--- src/hdl/lru_key_value_cache_macros.svh ---
// assertion macros for the lru key-value cache
// used by the top level only, no other dependencies
`ifndef LRU_KEY_VALUE_CACHE_MACROS_SVH
`define LRU_KEY_VALUE_CACHE_MACROS_SVH

// condition implies consequence in the same cycle
`define LKVC_ASSERT_NOW(lbl, clk, rstn, pre, post, msg) \
    lbl: assert property (@(posedge clk) disable iff (!rstn) (pre) |-> (post)) \
        else $error(msg);

// condition implies consequence in the next cycle
`define LKVC_ASSERT_NEXT(lbl, clk, rstn, pre, post, msg) \
    lbl: assert property (@(posedge clk) disable iff (!rstn) (pre) |=> (post)) \
        else $error(msg);

`endif

--- src/hdl/lkvc_pkg.sv ---
// shared types and constants for the lru key-value cache
// no dependencies
package lkvc_pkg;

    localparam int ENTRIES  = 16;
    localparam int KEY_W    = 32;
    localparam int VAL_W    = 31;
    localparam int RD_W     = 32;
    localparam int CAP_W    = 5;
    localparam int IDX_W    = (ENTRIES > 1) ? $clog2(ENTRIES) : 1;
    localparam int CNT_W    = $clog2(ENTRIES + 1);
    localparam int CMP_W    = (CNT_W > CAP_W) ? CNT_W : CAP_W;
    localparam int S_DATA_W = ((KEY_W + VAL_W + 7) / 8) * 8;
    localparam int M_DATA_W = ((RD_W + KEY_W + 7) / 8) * 8;

    localparam logic [CAP_W-1:0] CAP_RESET = CAP_W'(16);

    typedef struct packed {
        logic             valid;
        logic [KEY_W-1:0] key;
        logic [VAL_W-1:0] value;
    } entry_t;

    typedef enum logic {
        ST_IDLE,
        ST_LOOKUP
    } state_t;

endpackage

--- src/hdl/lkvc_cell.sv ---
// one slot of the recency chain: key, value and valid bit
// depends on lkvc_pkg
module lkvc_cell (
    input  logic                    aclk,
    input  logic                    aresetn,
    input  logic                    load,
    input  lkvc_pkg::entry_t        up,
    input  logic [lkvc_pkg::KEY_W-1:0] cmp_key,
    output lkvc_pkg::entry_t        q,
    output logic                    match
);
    import lkvc_pkg::*;

    logic             valid_reg;
    logic [KEY_W-1:0] key_reg;
    logic [VAL_W-1:0] value_reg;

    always_ff @(posedge aclk) begin
        if (!aresetn) begin
            valid_reg <= 1'b0;
        end else if (load) begin
            valid_reg <= up.valid;
        end
    end

    // payload needs no reset, only read while valid
    always_ff @(posedge aclk) begin
        if (load) begin
            key_reg   <= up.key;
            value_reg <= up.value;
        end
    end

    assign q.valid = valid_reg;
    assign q.key   = key_reg;
    assign q.value = value_reg;
    assign match   = valid_reg && (key_reg == cmp_key);

endmodule

--- src/hdl/lru_key_value_cache.sv ---
// top level of the lru key-value cache: control, capacity register, cell chain
// depends on lkvc_pkg, lkvc_cell and lru_key_value_cache_macros.svh
//
// usage
//   s_* carries requests: s_tuser is the action (0 get, 1 set), s_tdata holds
//   key in bits 31:0 and value in bits 62:32. m_* returns one result per
//   request: m_tuser holds found (bit 0) and evicted (bit 1), m_tdata holds
//   read_value in bits 31:0 and evicted_key in bits 63:32.
//   cfg_wr_en / cfg_wr_data write the capacity register (1..16, 0 acts as 1,
//   above 16 acts as 16); write only while no request is in flight.
// flow
//   a request is taken in idle, then looked up and applied in lookup once the
//   output register is free, and the result is registered onto m_*. the next
//   request is taken after the compare-and-shift pass over the chain of 16 cells
// reset
//   aresetn (synchronous, active low) empties the cache and sets capacity 16
// stall
//   a finished result waits in the output register while the next request is
//   taken; that request holds in lookup until the output register frees up
`include "lru_key_value_cache_macros.svh"

module lru_key_value_cache (
    input  logic                               aclk,
    input  logic                               aresetn,
    // request channel
    input  logic                               s_tvalid,
    output logic                               s_tready,
    input  logic [lkvc_pkg::S_DATA_W-1:0]      s_tdata,  // key, value, zero pad
    input  logic                               s_tuser,  // action
    // result channel
    output logic                               m_tvalid,
    input  logic                               m_tready,
    output logic [lkvc_pkg::M_DATA_W-1:0]      m_tdata,  // read_value, evicted_key
    output logic [1:0]                         m_tuser,  // found, evicted
    // capacity register
    input  logic                               cfg_wr_en,
    input  logic [lkvc_pkg::CAP_W-1:0]         cfg_wr_data
);
    import lkvc_pkg::*;

    // control and configuration
    state_t           state_reg, state_next;
    logic [CAP_W-1:0] cap_reg;
    logic [CNT_W-1:0] cnt_reg, cnt_next;

    // captured request
    logic             req_set_reg;
    logic [KEY_W-1:0] req_key_reg;
    logic [VAL_W-1:0] req_val_reg;

    // output register
    logic             m_valid_reg, m_valid_next;
    logic             out_found_reg, out_evicted_reg;
    logic [RD_W-1:0]  out_rd_reg;
    logic [KEY_W-1:0] out_evk_reg;

    // chain signals
    entry_t             cell_q   [ENTRIES];
    entry_t             cell_up  [ENTRIES];
    logic [ENTRIES-1:0] match_vec;
    logic [ENTRIES-1:0] load_vec;
    logic [ENTRIES-1:0] valid_vec;
    entry_t             new_entry;

    // lookup results
    logic             hit_any;
    logic [IDX_W-1:0] hit_idx;
    logic [VAL_W-1:0] hit_val;
    logic [CMP_W-1:0] cap_eff;
    logic [CMP_W-1:0] cnt_ext;
    logic [IDX_W-1:0] cnt_m1;
    logic [IDX_W-1:0] pos;
    logic             evict;
    logic             update;
    logic             do_shift;
    logic             out_free;
    logic             accept;

    assign accept   = s_tvalid && s_tready;
    assign out_free = !m_valid_reg || m_tready;

    // state register
    always_ff @(posedge aclk) begin
        if (!aresetn) begin
            state_reg <= ST_IDLE;
        end else begin
            state_reg <= state_next;
        end
    end

    // next state: wait in lookup until the output register can take the result
    always_comb begin
        state_next = state_reg;
        s_tready   = 1'b0;
        update     = 1'b0;
        case (state_reg)
            ST_IDLE: begin
                // no request taken while in reset
                s_tready = aresetn;
                if (s_tvalid) begin
                    state_next = ST_LOOKUP;
                end
            end
            ST_LOOKUP: begin
                if (out_free) begin
                    update     = 1'b1;
                    state_next = ST_IDLE;
                end
            end
            default: begin
                state_next = ST_IDLE;
            end
        endcase
    end

    // capacity register
    always_ff @(posedge aclk) begin
        if (!aresetn) begin
            cap_reg <= CAP_RESET;
        end else if (cfg_wr_en) begin
            cap_reg <= cfg_wr_data;
        end
    end

    // request capture, payload only
    always_ff @(posedge aclk) begin
        if (accept) begin
            req_set_reg <= s_tuser;
            req_key_reg <= s_tdata[KEY_W-1:0];
            req_val_reg <= s_tdata[KEY_W+VAL_W-1:KEY_W];
        end
    end

    // effective capacity: 0 acts as 1, clamp to the number of cells
    always_comb begin
        cap_eff = CMP_W'(cap_reg);
        if (cap_eff == '0) begin
            cap_eff = CMP_W'(1);
        end else if (cap_eff > CMP_W'(ENTRIES)) begin
            cap_eff = CMP_W'(ENTRIES);
        end
    end

    // hit detection: at most one cell matches, priority kept for safety
    always_comb begin
        hit_idx = '0;
        hit_val = '0;
        for (int i = ENTRIES - 1; i >= 0; i--) begin
            if (match_vec[i]) begin
                hit_idx = IDX_W'(i);
            end
        end
        for (int i = 0; i < ENTRIES; i++) begin
            hit_val = hit_val | (cell_q[i].value & {VAL_W{match_vec[i]}});
        end
    end

    assign hit_any = |match_vec;
    assign cnt_ext = CMP_W'(cnt_reg);
    assign cnt_m1  = IDX_W'(cnt_reg - CNT_W'(1));
    assign evict   = req_set_reg && !hit_any && (cnt_ext >= cap_eff) && (cnt_reg != '0);

    // shift depth: the hit slot, the slot of the evicted entry, or the first free slot
    always_comb begin
        if (hit_any) begin
            pos = hit_idx;
        end else if (evict) begin
            pos = cnt_m1;
        end else begin
            pos = IDX_W'(cnt_reg);
        end
    end

    // get miss leaves the chain untouched
    assign do_shift = update && (hit_any || req_set_reg);

    always_comb begin
        for (int i = 0; i < ENTRIES; i++) begin
            load_vec[i]  = do_shift && (IDX_W'(i) <= pos);
            valid_vec[i] = cell_q[i].valid;
        end
    end

    // the entry that becomes most recently used
    assign new_entry.valid = 1'b1;
    assign new_entry.key   = req_key_reg;
    assign new_entry.value = req_set_reg ? req_val_reg : hit_val;

    // chain of cells, slot 0 most recently used
    for (genvar g = 0; g < ENTRIES; g++) begin : g_cell
        if (g == 0) begin : g_head
            assign cell_up[g] = new_entry;
        end else begin : g_link
            assign cell_up[g] = cell_q[g-1];
        end
        lkvc_cell u_cell (
            .aclk    (aclk),
            .aresetn (aresetn),
            .load    (load_vec[g]),
            .up      (cell_up[g]),
            .cmp_key (req_key_reg),
            .q       (cell_q[g]),
            .match   (match_vec[g])
        );
    end

    // entry count: grows only on an insert without eviction
    always_comb begin
        cnt_next = cnt_reg;
        if (update && req_set_reg && !hit_any && !evict) begin
            cnt_next = cnt_reg + CNT_W'(1);
        end
    end

    always_ff @(posedge aclk) begin
        if (!aresetn) begin
            cnt_reg <= '0;
        end else begin
            cnt_reg <= cnt_next;
        end
    end

    // output register
    always_comb begin
        m_valid_next = m_valid_reg;
        if (update) begin
            m_valid_next = 1'b1;
        end else if (m_tready) begin
            m_valid_next = 1'b0;
        end
    end

    always_ff @(posedge aclk) begin
        if (!aresetn) begin
            m_valid_reg <= 1'b0;
        end else begin
            m_valid_reg <= m_valid_next;
        end
    end

    always_ff @(posedge aclk) begin
        if (update) begin
            out_found_reg   <= hit_any;
            out_evicted_reg <= evict;
            // set returns 0, get miss returns -1
            if (req_set_reg) begin
                out_rd_reg <= '0;
            end else if (hit_any) begin
                out_rd_reg <= RD_W'(hit_val);
            end else begin
                out_rd_reg <= '1;
            end
            out_evk_reg <= evict ? cell_q[cnt_m1].key : '0;
        end
    end

    assign m_tvalid = m_valid_reg;
    assign m_tuser  = {out_evicted_reg, out_found_reg};
    assign m_tdata  = M_DATA_W'({out_evk_reg, out_rd_reg});

    // checks
    `LKVC_ASSERT_NOW(a_cnt_range, aclk, aresetn, 1'b1, cnt_reg <= CNT_W'(ENTRIES),
        "entry count above number of cells")
    `LKVC_ASSERT_NOW(a_valid_prefix, aclk, aresetn, 1'b1,
        $countones(valid_vec) == int'(cnt_reg), "valid cells disagree with entry count")
    `LKVC_ASSERT_NOW(a_single_hit, aclk, aresetn, state_reg == ST_LOOKUP,
        $onehot0(match_vec), "key held in more than one cell")
    `LKVC_ASSERT_NEXT(a_evict_miss, aclk, aresetn, update && evict,
        m_tvalid && !m_tuser[0], "eviction reported with a hit")

endmodule
--- config.mk ---
export PLATFORM = sky130hd
export DESIGN_NAME = lru_key_value_cache
export DESIGN_NICKNAME = d
export VERILOG_FILES = /design/src/hdl/lkvc_pkg.sv /design/src/hdl/lkvc_cell.sv /design/src/hdl/lru_key_value_cache.sv
export VERILOG_INCLUDE_DIRS = /design/src /design/src/hdl
export SDC_FILE = /design/constraint.sdc
export NUM_CORES = 1
export LEC_CHECK = 0
export BUFFER_PORTS_ARGS = -buffer_cell sky130_fd_sc_hd__buf_4
export CAP_MARGIN = 20
export CORE_ASPECT_RATIO = 2
export CORE_UTILIZATION = 50
export CTS_CLUSTER_SIZE = 14
export DETAILED_ROUTE_END_ITERATION = 8
export HOLD_SLACK_MARGIN = 0.1
export PLACE_DENSITY = 0.65
export SYNTH_ARGS = -nofsm -noshare
export SYNTH_HDL_FRONTEND = slang
export SYNTH_HIERARCHICAL = 1
export SYNTH_SLANG_ARGS = --single-unit
--- constraint.sdc ---
create_clock -name aclk -period 31.8 [get_ports aclk]
set_input_delay 6.36 -clock aclk [delete_from_list [all_inputs] [get_ports aclk]]
set_output_delay 6.36 -clock aclk [all_outputs]
set_load 0.02 [all_outputs]
==> results.md, run 1 <==
- Maximum clock rate: 74.2 MHz
- Initial DRC count: 2344
- Die area: 99400 um2
- Clock root buffer master: clkbuf_16
- Post-CTS Resized: 0
- Final WL: 134000 um
- NetSw: 0.645 mW
- Worst R2R Start: req_key_reg[30]
- Clock Skew: 0.0211 ns
- Crit. End Element: output pin
- Total Routing Usage GR: 0.275
- Crit Reg-Reg Endpoint: g_cell[14].u_cell/valid_reg
- Syn_nets: 2959
- Worst Path Max Fanout: 29
- MaxCap Viol Count: 0
- CTS Hold Buffers Added: 0
- Vias: 27600
- Setup bufs post-CTS: 0
- Final setup viols: 0
- CP Launch Type: input pin
- PD cells: 54.9 nW/um2
- Worst vdd ir: 0.0468 mV
- Reg power frac: 0.563
- Worst hold path stage count: 0
- H-tree lvl count: 3
- Worst relative slew slack: 0.178
- # port buffers: 141
- Hold Violations, Final: 0
- Nets: 3113
- Status: complete, no violations
- RSZ-0062 raised after global routing: false
- Register-to-register setup slack: 24.27 ns
- P_leak: 17.9 nW
- Hold EP: g_cell[2].u_cell/value_reg[12]
- Die Y: 445 um
- DRC viols: 0
- Pre-CTS WS: 18.33 ns
- CTS max path bufs: 3
- Clock Power Share: 0.400
- DP HPWL: 84400 um
- Critical path arrival: 7.12 ns
- Pint: 2.36 mW
- Largest net degree at the start of global routing: 89
- # diodes: 0
- Yosys warns: 6
- Gr ovfl total: 0
- Max reg flops: 512
- Core area: 97300 um2
- Routability cong.: 0.843
- Cell Area, Synth: 49000 um2
- Clock latency on the worst-skew pair: 0.72 ns
- Antenna Nets Post-Route: 0
- Via density: 6.37
- # rows: 162
- Vias in the first global route: 29700
- Die width: 223 um
- Req. time, crit path: 25.44 ns
- Crit path kind: in2out
- Setup_tns: 0 ns
- Area delta synth->final: 11.7%
- HP Start: g_cell[1].u_cell/value_reg[12]
- Syn avg cell area: 17.0 um2
- Min-Delay Path Class: reg2reg
- Share of cells above drive strength 1: 0.163
- Initial antenna violation count: 0
- CTS tree: built
- Clock period minus worst slack: 13.48 ns
- Tot Pwr: 3.01 mW
- Worst-Margin Slew: 1.22 ns
- First-pass GRT wire length: 197000 um
- Cells after Synth: 2876
- Util after Layout: 0.563
- DR pass1 iterations: 6
- Routed length per placed instance: 31.0 um
- Clock-pin slew on the worst setup and hold paths: 0.06 ns
- Initial Util: 0.504
- Fin. max-slew vios: 0
- Reg2reg path depth: 14
- Final setup margin: 18.32 ns
- Total CTS buffers: 102
- CTS sink count: 1166
- Sw frac: 0.214
- Final period util: 0.424
- I/O pin total: 143
- Comb power frac: 0.037
## worst max-delay path by stage
stage / start / endpoint / depth (start not counted)
3_3_place_gp: aresetn / s_tready / 3
3_5_place_dp: aresetn / s_tready / 3
4_1_cts: aresetn / s_tready / 3
2_1_floorplan: m_tready / g_cell[9].u_cell/valid_reg / 8
5_1_grt: aresetn / s_tready / 3
6_report: aresetn / s_tready / 3
## layout make-up
cell class,count,area [um2]
clock buffers,131,2680
flip-flops and latches,1166,34700
multi-input cells,1549,13900
clock inverters,43,394
repair buffers,198,1500
fillers,7635,42500
well taps,1230,1540
inverters,13,52.6
## power by group through the flow
stage	Combinational [mW]	Clock, mW	Sequential (mW)
6_report	0.111	1.20	1.69
4_1_cts	0.113	1.22	1.70
3_5_place_dp	0.112	0	1.73
2_1_floorplan	0.0684	0	1.73
3_3_place_gp	0.111	0	1.73
5_1_grt	0.119	1.27	1.70
## worst max-delay path, cell delays in order
cell and delay, ns:
buf_4 0.31, nor2b_1 0.26, buf_4 0.18
## cells in the final DEF (no fill, tap or decap), types with 66 or more instances in the layout
master / n
nor2_1: 71
nor4_1: 116
nand3_1: 97
edfxtp_1: 1138
xor2_1: 496
clkbuf_16: 103
buf_4: 196
mux4_2: 128
a22oi_1: 124
a21oi_1: 66
## routing by layer
metal / global-route usage / part of all wire / wire [um]
met1: 0.301 / 0.33 / 44900
met2: 0.510 / 0.55 / 73600
met5: 0 / 0 / 0
met4: 0.144 / 0.053 / 7070
met3: 0.0382 / 0.064 / 8530
## stage by stage
step                      instances  hold slack (ns)  cell area (um2)
final                          4330            0.442            54800
after global routing           4330            0.453            54800
after CTS                      4329            0.449            54800
after detailed placement       4155            0.435            51700
after floorplan                2876            0.427            49000
after global placement         4155            0.432            51700
No activity file was read; power rests on OpenSTA's default activity.
==> inputs of run 2 (changes only) <==
--- a/config.mk
+++ b/config.mk
@@ -6,6 +6,7 @@
 export SDC_FILE = /design/constraint.sdc
 export NUM_CORES = 1
 export LEC_CHECK = 0
+export ABC_AREA = 1
 export BUFFER_PORTS_ARGS = -buffer_cell sky130_fd_sc_hd__buf_4
 export CAP_MARGIN = 20
 export CORE_ASPECT_RATIO = 2
@@ -13,7 +14,7 @@
 export CTS_CLUSTER_SIZE = 14
 export DETAILED_ROUTE_END_ITERATION = 8
 export HOLD_SLACK_MARGIN = 0.1
-export PLACE_DENSITY = 0.65
+export PLACE_DENSITY = 0.68
 export SYNTH_ARGS = -nofsm -noshare
 export SYNTH_HDL_FRONTEND = slang
 export SYNTH_HIERARCHICAL = 1
==> constraint.sdc (replaced) <==
create_clock -name aclk -period 11.25 [get_ports aclk]
set_input_delay 2.25 -clock aclk [delete_from_list [all_inputs] [get_ports aclk]]
set_output_delay 2.25 -clock aclk [all_outputs]
set_load 0.02 [all_outputs]
==> run 2 against run 1 <==
Register-to-register slack got worse by 20 ns. Clock skew increased by 0.0050 ns. Cell area increased by 7.9%. Clock power increased to 3.0 times the previous value. Non-clock buffer count increased by 19. Worst setup slack got worse by 14 ns. Highest routed layer is now met5. Sequential share of layout area decreased by 4.6 points.
==> results.md, run 2 <==
- P_leak: 23.3 nW (+30%)
- CTS tree: built
- Register area: 34700 um2 (unchanged)
- Hold EP: g_cell[11].u_cell/value_reg[19]
- Reg power frac: 0.539 (-0.024)
- Req. time, crit path: 11.60 ns (-13.84 ns)
- Share of cells above drive strength 1: 0.0968 (-0.0664)
- # rows: 168 (+3.7%)
- Critical path's top delay family: buffers and inverters
- I/O pin total: 143 (unchanged)
- Worst hold path stage count: 0 (unchanged)
- DR WL met2: 78600 um (+6.8%)
- Die area: 107000 um2 (+8.0%)
- CP Launch Type: register
- DR pass1 iterations: 5 (-1)
- Design area: 59100 um2 (+7.9%)
- Worst R2R Start: req_key_reg[2]
- Largest net degree at the start of global routing: 75 (-16%)
- Crit Reg-Reg Endpoint: g_cell[4].u_cell/value_reg[8]
- Top Metal Used: met5
- Commonest non-fill, non-tap cell in the layout: nand2_1
- RSZ-0062 raised after global routing: false
- Max reg flops: 512 (unchanged)
- Initial Util: 0.505 (+0.00123)
- Setup_tns: 0 ns (unchanged)
- DP HPWL: 94700 um (+12%)
- Total Routing Usage GR: 0.278 (+0.00309)
- HP Start: g_cell[10].u_cell/value_reg[19]
- Critical path, cell by cell: xor2_1 > nor3_1 > nand3_1 > nor2_4 > buf_4 > inv_2 > nand4_1 > nor2_2 > nand2_4 > nor2_1 > inv_1 > nand2_1 > clkinv_2 > buf_4 > nand2_1 > clkinv_2 > buf_4
- Nets: 5283 (+70%)
- Syn_nets: 5150 (+74%)
- CTS sink count: 1166 (unchanged)
- Maximum clock rate: 145 MHz
- Pint: 6.86 mW (+190%)
- Clock period minus worst slack: 6.92 ns
- Core area: 105000 um2 (+7.8%)
- Gr ovfl total: 0 (unchanged)
- Clock Skew: 0.0261 ns (+0.00499 ns)
- Worst Path Max Fanout: 41 (+41%)
- Clock latency on the worst-skew pair: 0.74 ns (+0.02 ns)
- Most frequent cells in the layout: nand2_1 (1264), edfxtp_1 (1138), inv_1 (637)
- Final period util: 0.615
- M1 WL: 49700 um (+11%)
- Setup bufs post-CTS: 0 (unchanged)
- Clock root buffer master: clkbuf_16
- Cell Area, Synth: 53000 um2 (+8.1%)
- Tot Pwr: 8.88 mW (+200%)
- Final setup viols: 0 (unchanged)
- Critical path's slowest cell: edfxtp_1
- Die width: 232 um (+3.9%)
- Post-CTS Resized: 0 (unchanged)
- Register-to-register setup slack: 4.33 ns (-19.94 ns)
- Routed length per placed instance: 22.4 um (-28%)
- Initial antenna violation count: 2 (+2)
- Total CTS buffers: 105 (+2.9%)
- Multi-input gate area: 15000 um2 (+8.0%)
- CTS max path bufs: 3 (unchanged)
- Fin. max-slew vios: 0 (unchanged)
- Worst relative slew slack: 0.194 (+0.0164)
- Routability cong.: 0.858 (+1.8%)
- Fill cells: 8872 (+16%)
- Crit path kind: reg2reg
- Vias: 37900 (+37%)
- NetSw: 2.01 mW (+210%)
- Initial DRC count: 3701 (+58%)
- CP most frequent cell: buf_4
- Reg2reg path depth: 17 (+3)
- Worst vdd ir: 0.142 mV (+200%)
- Met3 WL: 11500 um (+35%)
- # port buffers: 141 (unchanged)
- MaxCap Viol Count: 0 (unchanged)
- CP max stage delay: 0.92 ns (+0.61 ns)
- H-tree lvl count: 3 (unchanged)
- First-pass GRT wire length: 223000 um (+13%)
- Hold Violations, Final: 0 (unchanged)
- Cells after Synth: 5067 (+76%)
- Crit. End Element: register
- Clock-pin slew on the worst setup and hold paths: 0.06 ns (about the same)
- Critical path arrival: 7.27 ns (+0.15 ns)
- Final WL: 149000 um (+11%)
- Via density: 5.71 (-10%)
- Worst-Margin Slew: 1.21 ns (-0.0133 ns)
- Die Y: 462 um (+3.9%)
- PD cells: 150 nW/um2 (+170%)
- Clock Power Share: 0.408 (+0.008)
- Yosys warns: 6 (unchanged)
- Antenna Nets Post-Route: 0 (unchanged)
- Area delta synth->final: 11.5%
- Cell Area, Placed: 55700 um2 (+7.8%)
- Syn avg cell area: 10.5 um2 (-39%)
- Vias in the first global route: 37800 (+27%)
- Min-Delay Path Class: reg2reg
- Comb power frac: 0.053 (+0.016)
- Sw frac: 0.227 (+0.0125)
- DRC viols: 0 (unchanged)
- CTS Hold Buffers Added: 0 (unchanged)
- WP buf/inv: 7 (+5)
- Status: complete, no violations
- Util after Layout: 0.563 (about the same)
run 2: changes by cell type in the layout (fill, tap and decap cells not counted), moves of 116 or more:
cell | before | now
a22oi_1 | 124 | 0
inv_1 | 9 | 637
mux4_2 | 128 | 0
nand2_1 | 7 | 1264
nor2_1 | 71 | 544
nor4_1 | 116 | 0
o21ai_0 | 3 | 314
xor2_1 | 496 | 49
run 2: area by class of cell:
class                   instances  area share
clock buffers                 139      0.0482
flip-flops and latches       1166       0.588
diodes                          1   0.0000424
repair buffers                217      0.0279
multi-input cells            3005       0.254
clock inverters                48     0.00822
well taps                    1360      0.0288
inverters                     705      0.0451
run 2: metal layers:
layer | vias up | global-route usage
met1 | 18000 | 0.308
met4 | 2 | 0.162
met2 | 1986 | 0.501
li1 | 17500 | -
met5 | - | 0
met3 | 417 | 0.0363
run 2: metrics by stage:
stage	hold slack [ns]	setup slack (ns)	cells
finish	0.441	4.33	6641
global route	0.450	4.03	6641
CTS	0.442	4.27	6639
detailed placement	0.432	4.22	6452
global placement	0.428	4.42	6452
floorplan	0.427	0.808	5067
run 2: worst max-delay path by stage:
stage | start | endpoint | slack [ns] | cells after the start
finish | req_key_reg[2] | g_cell[4].u_cell/value_reg[8] | 4.33 | 17
global route | req_key_reg[7] | g_cell[4].u_cell/value_reg[11] | 4.03 | 21
CTS | req_key_reg[11] | g_cell[4].u_cell/value_reg[8] | 4.27 | 19
detailed placement | req_key_reg[11] | g_cell[4].u_cell/value_reg[15] | 4.22 | 19
global placement | req_key_reg[11] | g_cell[4].u_cell/value_reg[16] | 4.42 | 19
floorplan | m_tready | g_cell[15].u_cell/valid_reg | 0.81 | 8
run 2: power by group through the flow:
stage / clock, mW / sequential (mW) / combinational, mW
floorplan: 0 / 4.90 / 0.271
global placement: 0 / 4.88 / 0.457
detailed placement: 0 / 4.88 / 0.462
CTS: 3.67 / 4.79 / 0.465
global route: 3.80 / 4.79 / 0.515
finish: 3.62 / 4.79 / 0.470
